File: src/rtl/core/vaa_pkg.sv
// ============================================================================
// vaa_pkg: shared types, codes and helpers of the vector angle unit
// Request codes, per-stage side information and the byte arithmetic used
// by the normalizer, the divider and the angle unfold.
// ============================================================================
package vaa_pkg;

    // Request kinds carried on req_type
    localparam logic REQ_LOAD    = 1'b0;
    localparam logic REQ_COMPUTE = 1'b1;

    // Angle constants, 256 steps per turn
    localparam logic [7:0] ANGLE_QUARTER = 8'h40;
    localparam logic [7:0] ANGLE_HALF    = 8'h80;

    // Quotient width and normalizer thresholds
    localparam int unsigned QUOT_W       = 5;
    localparam logic [2:0]  POS_RIGHT_LIM = 3'd4;
    localparam logic [2:0]  POS_TOP       = 3'd7;

    // Request info that rides along stages 1 to 4
    typedef struct packed {
        logic       is_load;
        logic [4:0] idx;
        logic [7:0] val;
    } req_t;

    // Octant fold decisions, undone after the table read
    typedef struct packed {
        logic swap;
        logic neg_x;
        logic neg_y;
    } fold_t;

    // One restoring divide step
    typedef struct packed {
        logic       q_bit;
        logic [7:0] rem;
    } div_step_t;

    // 8-bit two's-complement negate; 0x80 maps to itself
    function automatic logic [7:0] neg8(input logic [7:0] v);
        return (~v) + 8'd1;
    endfunction

    // Compare, conditionally subtract, then shift the remainder within 8 bits
    function automatic div_step_t div_step(input logic [7:0] rem, input logic [7:0] den);
        div_step_t res;
        logic [7:0] diff;
        res.q_bit = (rem >= den);
        diff      = res.q_bit ? (rem - den) : rem;
        res.rem   = {diff[6:0], 1'b0};
        return res;
    endfunction

endpackage

File: src/rtl/core/vector_angle_atan2_unit.sv
// ============================================================================
// vector_angle_atan2_unit: pipelined 8-bit atan2 with octant folding
// The angle strobe rises once a compute beat has passed the stage 1 to 5 registers and done_reg.
// Throughput: one beat per cycle; busy is always low, nothing ever stalls.
// Load beats write the angle table in pipeline order and give no result.
// Reset clears the stage valid bits; the angle table is undefined until written.
// ============================================================================
module vector_angle_atan2_unit #(
    parameter int TABLE_DEPTH = 32
) (
    input  logic               clk,
    input  logic               rst_n,
    input  logic               start,
    output logic               busy,
    input  logic               req_type,
    input  logic [4:0]         table_index,
    input  logic [7:0]         table_value,
    input  logic signed [15:0] delta_x,
    input  logic signed [15:0] delta_y,
    output logic               done,
    output logic [7:0]         angle
);

    localparam int IDX_W = $clog2(TABLE_DEPTH);

    // ------------------------------------------------------------------
    // Stage registers
    // ------------------------------------------------------------------
    logic                         s1_valid_reg, s1_valid_next;
    vaa_pkg::req_t                s1_req_reg, s1_req_next;
    logic [7:0]                   s1_x_reg, s1_x_next;
    logic [7:0]                   s1_y_reg, s1_y_next;

    logic                         s2_valid_reg;
    vaa_pkg::req_t                s2_req_reg;
    vaa_pkg::fold_t               s2_fold_reg, s2_fold_next;
    logic [7:0]                   s2_num_reg, s2_num_next;
    logic [7:0]                   s2_den_reg, s2_den_next;

    logic                         s3_valid_reg;
    vaa_pkg::req_t                s3_req_reg;
    vaa_pkg::fold_t               s3_fold_reg;
    logic [7:0]                   s3_rem_reg, s3_rem_next;
    logic [7:0]                   s3_den_reg;
    logic [2:0]                   s3_q_reg, s3_q_next;

    logic                         s4_valid_reg;
    vaa_pkg::req_t                s4_req_reg;
    vaa_pkg::fold_t               s4_fold_reg;
    logic [vaa_pkg::QUOT_W-1:0]   s4_q_reg, s4_q_next;

    logic                         s5_valid_reg;
    vaa_pkg::fold_t               s5_fold_reg;
    logic [7:0]                   s5_data_reg;

    logic                         done_reg;
    logic [7:0]                   angle_reg, angle_next;

    logic [7:0]                   angle_mem [TABLE_DEPTH];

    // The pipeline takes a beat every cycle
    assign busy = 1'b0;

    // ------------------------------------------------------------------
    // Stage 1: merge magnitudes, find top bit, scale both values to a byte
    // ------------------------------------------------------------------
    always_comb
    begin
        logic [15:0] ux;
        logic [15:0] uy;
        logic [15:0] sx;
        logic [15:0] sy;
        logic [7:0]  hx;
        logic [7:0]  hy;
        logic [7:0]  merged;
        logic [2:0]  pos;
        logic [2:0]  shift_amt;

        ux = delta_x;
        uy = delta_y;
        hx = ux[15] ? vaa_pkg::neg8(ux[15:8]) : ux[15:8];
        hy = uy[15] ? vaa_pkg::neg8(uy[15:8]) : uy[15:8];
        merged = hx | hy;

        // position is one above the top set bit among bits 6..0, else zero
        pos = 3'd0;
        for (int i = 0; i < 7; i++)
        begin
            if (merged[i])
            begin
                pos = 3'(i + 1);
            end
        end

        if (pos < vaa_pkg::POS_RIGHT_LIM)
        begin
            // small vector: shift right and keep the low bytes
            shift_amt = pos + 3'd1;
            sx        = ux >> shift_amt;
            sy        = uy >> shift_amt;
            s1_x_next = sx[7:0];
            s1_y_next = sy[7:0];
        end
        else
        begin
            // large vector: shift left, at least once, and keep the high bytes
            shift_amt = (pos >= 3'd6) ? 3'd1 : (vaa_pkg::POS_TOP - pos);
            sx        = ux << shift_amt;
            sy        = uy << shift_amt;
            s1_x_next = sx[15:8];
            s1_y_next = sy[15:8];
        end

        s1_valid_next       = start && !busy;
        s1_req_next.is_load = (req_type == vaa_pkg::REQ_LOAD);
        s1_req_next.idx     = table_index;
        s1_req_next.val     = table_value;
    end

    // ------------------------------------------------------------------
    // Stage 2: fold into the first octant and pick dividend and divisor
    // ------------------------------------------------------------------
    always_comb
    begin
        logic [7:0] mx;
        logic [7:0] my;

        s2_fold_next.neg_y = s1_y_reg[7];
        s2_fold_next.neg_x = s1_x_reg[7];
        my = s1_y_reg[7] ? vaa_pkg::neg8(s1_y_reg) : s1_y_reg;
        mx = s1_x_reg[7] ? vaa_pkg::neg8(s1_x_reg) : s1_x_reg;

        // equal magnitudes take the swapped path
        s2_fold_next.swap = !(my < mx);
        s2_num_next = s2_fold_next.swap ? mx : my;
        s2_den_next = s2_fold_next.swap ? my : mx;
    end

    // ------------------------------------------------------------------
    // Stage 3: first three quotient bits
    // ------------------------------------------------------------------
    always_comb
    begin
        vaa_pkg::div_step_t step;
        logic [7:0]         rem;
        logic [2:0]         q;

        rem = s2_num_reg;
        q   = 3'd0;
        for (int i = 0; i < 3; i++)
        begin
            step = vaa_pkg::div_step(rem, s2_den_reg);
            rem  = step.rem;
            q    = {q[1:0], step.q_bit};
        end
        s3_rem_next = rem;
        s3_q_next   = q;
    end

    // ------------------------------------------------------------------
    // Stage 4: last two quotient bits
    // ------------------------------------------------------------------
    always_comb
    begin
        vaa_pkg::div_step_t step_a;
        vaa_pkg::div_step_t step_b;

        step_a    = vaa_pkg::div_step(s3_rem_reg, s3_den_reg);
        step_b    = vaa_pkg::div_step(step_a.rem, s3_den_reg);
        s4_q_next = {s3_q_reg, step_a.q_bit, step_b.q_bit};
    end

    // ------------------------------------------------------------------
    // Output stage: undo the octant fold on the table angle
    // ------------------------------------------------------------------
    always_comb
    begin
        logic [7:0] a;

        a = s5_data_reg;
        if (s5_fold_reg.swap)
        begin
            a = vaa_pkg::neg8(a - vaa_pkg::ANGLE_QUARTER);
        end
        if (s5_fold_reg.neg_x)
        begin
            a = vaa_pkg::neg8(a ^ vaa_pkg::ANGLE_HALF);
        end
        if (s5_fold_reg.neg_y)
        begin
            a = vaa_pkg::neg8(a);
        end
        angle_next = a;
    end

    // ------------------------------------------------------------------
    // Valid bits: advance every cycle, clear on reset
    // ------------------------------------------------------------------
    always_ff @(posedge clk or negedge rst_n)
    begin
        if (!rst_n)
        begin
            s1_valid_reg <= 1'b0;
            s2_valid_reg <= 1'b0;
            s3_valid_reg <= 1'b0;
            s4_valid_reg <= 1'b0;
            s5_valid_reg <= 1'b0;
            done_reg     <= 1'b0;
        end
        else
        begin
            s1_valid_reg <= s1_valid_next;
            s2_valid_reg <= s1_valid_reg;
            s3_valid_reg <= s2_valid_reg;
            s4_valid_reg <= s3_valid_reg;
            s5_valid_reg <= s4_valid_reg && !s4_req_reg.is_load;
            done_reg     <= s5_valid_reg;
        end
    end

    // ------------------------------------------------------------------
    // Payload: advance with the valid bits, no reset needed
    // ------------------------------------------------------------------
    always_ff @(posedge clk)
    begin
        s1_req_reg  <= s1_req_next;
        s1_x_reg    <= s1_x_next;
        s1_y_reg    <= s1_y_next;

        s2_req_reg  <= s1_req_reg;
        s2_fold_reg <= s2_fold_next;
        s2_num_reg  <= s2_num_next;
        s2_den_reg  <= s2_den_next;

        s3_req_reg  <= s2_req_reg;
        s3_fold_reg <= s2_fold_reg;
        s3_rem_reg  <= s3_rem_next;
        s3_den_reg  <= s2_den_reg;
        s3_q_reg    <= s3_q_next;

        s4_req_reg  <= s3_req_reg;
        s4_fold_reg <= s3_fold_reg;
        s4_q_reg    <= s4_q_next;

        s5_fold_reg <= s4_fold_reg;

        angle_reg   <= angle_next;
    end

    // ------------------------------------------------------------------
    // Angle table: load beats write, compute beats read, in pipeline order
    // ------------------------------------------------------------------
    always_ff @(posedge clk)
    begin
        if (s4_valid_reg && s4_req_reg.is_load)
        begin
            angle_mem[IDX_W'(s4_req_reg.idx)] <= s4_req_reg.val;
        end
        s5_data_reg <= angle_mem[IDX_W'(s4_q_reg)];
    end

    assign done  = done_reg;
    assign angle = angle_reg;

endmodule
File: config.mk
export PLATFORM = sky130hd
export DESIGN_NAME = vector_angle_atan2_unit
export DESIGN_NICKNAME = d
export VERILOG_FILES = /design/src/rtl/core/vaa_pkg.sv /design/src/rtl/core/vector_angle_atan2_unit.sv
export SDC_FILE = /design/constraint.sdc
export NUM_CORES = 1
export LEC_CHECK = 0
export BUFFER_PORTS_ARGS = -buffer_cell sky130_fd_sc_hd__buf_2
export CAP_MARGIN = 20
export CELL_PAD_IN_SITES_DETAIL_PLACEMENT = 0
export CELL_PAD_IN_SITES_GLOBAL_PLACEMENT = 1
export CORE_ASPECT_RATIO = 0.5
export CORE_MARGIN = 2
export CORE_UTILIZATION = 30
export CTS_CLUSTER_DIAMETER = 100
export DETAILED_ROUTE_END_ITERATION = 16
export HOLD_SLACK_MARGIN = 0.05
export PLACE_DENSITY = 0.46
export SLEW_MARGIN = 10
export SYNTH_ARGS = -nofsm -noshare
export SYNTH_HDL_FRONTEND = slang
export SYNTH_SLANG_ARGS = --single-unit
File: constraint.sdc
create_clock -name clk -period 6.5 [get_ports clk]
set_clock_uncertainty 0.15 [all_clocks]
set_input_delay 1.3 -clock clk [delete_from_list [all_inputs] [get_ports clk]]
set_output_delay 1.3 -clock clk [all_outputs]
set_load 0.01 [all_outputs]
==> results by group <==
Outcome
  • Status: finished, final reports clean

GRT
  • Largest net degree at the start of global routing: 41
  • Initial antenna violation count: 0
  • Tot GR Track Use: 14.0%
  • Number of global-route vias before repair: 9,863
  • GRT overflow: 0
  • Global-route wire length before repair: 61.7 mm

Clock tree
  • Clock Tree Buf Depth: 3
  • # clock sinks: 401
  • PostCTS Resize Cnt: 0
  • Worst-Skew Late Latency: 0.54 ns
  • CTS tree: built
  • Postcts setup bufs: 0
  • Root Driver: clkbuf_16
  • CTS clk-pin slew, worst paths: 0.07 ns
  • Total CTS buffers: 40
  • Hold_buf cts: 0
  • H-tree depth: 2

Pwr
  • Sequential share of power: 32.2%
  • Worst VDD drop: 0.563 mV
  • Clock network power share: 23.0%
  • Gate power share: 44.8%
  • Sw power: 3560 uW
  • Pleak: 0.00706 uW
  • P per Cell Area: 525 nW/um^2
  • Sw frac: 34.7%
  • P_int: 6690 uW

Logic synthesis
  • FF+latch count, synth: 401
  • Syn Nets: 1,225
  • Post-synth cell types: 80
  • Main combinational cell family by area after synthesis: multiplexers
  • Simple-Gate Fraction of Synth Area: 6.21%
  • Post-Synth Adder-Cell Area: 4.18%
  • Sequential-to-total area share from yosys stat: 62.4%
  • Gate Count Post-Synth: 1,121
  • Post-synthesis mux area share: 15.3%
  • Synth Cell Area: 17,000 um^2
  • Synth warnings: 0
  • Syn avg cell area: 15.2 um^2
  • Synth Area in XOR/XNOR: 2.62%
  • Top_reg_cell synth: edfxtp_1
  • Synth Area in Compound Gates: 6.77%
  • Asr flop ratio synth: 1.50%
  • EDFF count, synth: 256

Cells and area
  • Area delta synth->final: 14.8%
  • Fillcell total: 5,326
  • Fin nets: 1,293
  • Layout cell share with drive strength beyond 1: 22.1%
  • Multi-input combinational cell area: 5980 um^2
  • Sequential Area: 10,600 um^2
  • Commonest cells after routing, fill and taps aside: edfxtp_1 (256), dfxtp_1 (134), mux4_2 (80)
  • Max FFs per register: 256
  • Most flops, register: angle_mem
  • Most common cell after layout, fill and taps aside: edfxtp_1
  • Cell area after layout: 19,500 um^2

Drt
  • DR WL/cell: 20.4 um
  • DR vias/cell: 4.82
  • Vias: 9,538
  • Initial DRC Count: 560
  • Initial DRT Pass Iterations: 5
  • Detail Route Antenna Nets: 0
  • Final WL: 40.3 mm
  • DRC errors left: 0

STA
  • Final Hold Fails: 0
  • Slew Limit Fails: 0
  • Least-Margin Pin Slew: 1.01 ns
  • Setup violators final: 0
  • Fmax: 163 MHz
  • Fin crit period: 6.14 ns
  • Final Cycle Share: 94.4%
  • Relative slew slack: 32.6%
  • Setup TNS: 0 ns
  • RSZ-0062 raised after global routing: false
  • Final worst setup slack: 0.362 ns

Hold path
  • Min-delay src: s2_fold_reg[2]
  • Hold path cells: 0
  • Hold WC Path Type: flop to flop
  • Worst hold endpoint: s3_fold_reg[2]

Placed design
  • DP Area: 18,200 um^2
  • Post-Place Setup Slack: 0.227 ns
  • Final HPWL DP: 27.4 mm
  • IO Port Bufs: 57
  • GP Congestion: 0.749

Worst setup path
  • Critical path fanouts, max: 10
  • CP endpoint kind: flop
  • CP arrival: 6.40 ns
  • Flop2flop setup slack: 0.36 ns
  • R2r worst-path depth: 25
  • Critical path class: flop to flop
  • Reg2reg start: s2_den_reg[0]
  • Required time of the critical path: 6.76 ns
  • Startpoint types: flop
  • Worst reg2reg endpoint: s3_rem_reg[6]

Floorplan
  • Die Area: 58,800 um^2
  • Die Y: 172 um
  • Rows: 61
  • Boundary Pins: 59
  • Starting density of the core: 30.5%
  • Chip Width: 341 um
  • Core area: 55,800 um^2

Flow run
  • Max-cap violations: 0
[worst max-delay path by stage]
| stage | startpoint | to | cells past startpoint |
|---|---|---|---|
| after floorplan | s2_den_reg[0] | s3_rem_reg[3] | 27 |
| after global placement | s2_den_reg[0] | s3_rem_reg[2] | 26 |
| after detailed placement | s2_den_reg[0] | s3_rem_reg[6] | 25 |
| after CTS | s2_den_reg[0] | s3_rem_reg[6] | 25 |
| after global routing | s2_den_reg[0] | s3_rem_reg[2] | 26 |
| final | s2_den_reg[0] | s3_rem_reg[6] | 25 |
[worst max-delay path, cell delays in order (launching register included)]
cell,delay [ns]
dfxtp_2,0.43
ha_1,0.17
inv_1,0.05
fa_1,0.41
a21o_1,0.18
a21oi_1,0.23
o21bai_1,0.09
a21oi_1,0.26
a21oi_1,0.18
mux2i_1,0.24
inv_1,0.07
ha_1,0.34
nor2b_1,0.15
o21ai_0,0.15
nand2b_1,0.12
a211oi_1,0.24
o21ai_0,0.12
a21o_1,0.29
and2_1,0.20
ha_1,0.18
o21bai_1,0.18
a21o_1,0.20
a21o_1,0.20
a221o_1,0.36
a311o_2,0.50
mux2_2,0.31
[area by class of cell]
type,count,area share [%]
inverters,55,1.06
repair buffers,74,2.25
multi-input cells,617,30.6
clock buffers,48,5.44
diodes,1,0.0128
clock inverters,25,1.35
well taps,756,4.84
flip-flops and latches,401,54.4
[kinds of logic (layout without fill, tap and decap cells)]
family / count (synthesis) / in the layout
other: 1 / 2
buffers and inverters: 103 / 202
AOI/OAI and AO/OA: 157 / 157
xor gates and xnor gates: 51 / 51
muxes: 156 / 156
and+or+nand+nor: 197 / 197
adders and majority gates: 55 / 55
DFF: 401 / 401
[power groups by stage]
stage                     clock network (uW)  logic [uW]  registers (uW)
after detailed placement                   0        4590            3380
after CTS                               2430        4630            3320
after global placement                     0        4550            3380
after floorplan                            0        3690            3140
final                                   2360        4590            3300
after global routing                    2540        5080            3350
[stage by stage]
step                hold slack [ns]  utilization (%)  power, uW  instances
finish                        0.159             35.0      10200       1977
global route                  0.160             35.0      11000       1976
CTS                           0.156             34.9      10400       1974
detailed placement            0.162             32.6       7970       1901
global placement              0.159             32.5       7930       1899
floorplan                     0.160                -       6830       1121
[routing by layer]
layer  vias up  share of wire (%)  global-route usage, %
met2       197                 44                   21.9
met1      4831                 49                   20.1
li1       4459                  -                      -
met5         -                  0                      0
met4         0                1.7                   3.33
met3        51                4.5                   2.41
[cell usage after synthesis (11+ instances only)]
cell type  number  area share [%]
mux4_2         80              11
dfxtp_1       139              16
o21ai_0        15            0.44
nand2_1        37            0.82
or3_1          12            0.44
mux2i_1        46             2.7
xnor2_1        29             1.5
nand3_1        12            0.35
clkbuf_1       21            0.46
buf_2          12            0.35
nor2_1         63             1.4
nor2b_1        13            0.48
xor2_1         22             1.1
o22ai_1        11            0.40
inv_1          55             1.2
mux2_2         29             1.9
a22oi_1        11            0.49
ha_1           52             3.8
a21oi_1        18            0.53
a21o_1         19            0.84
edfxtp_1      256              45
Note: power is estimated with default switching activity, not from simulation.
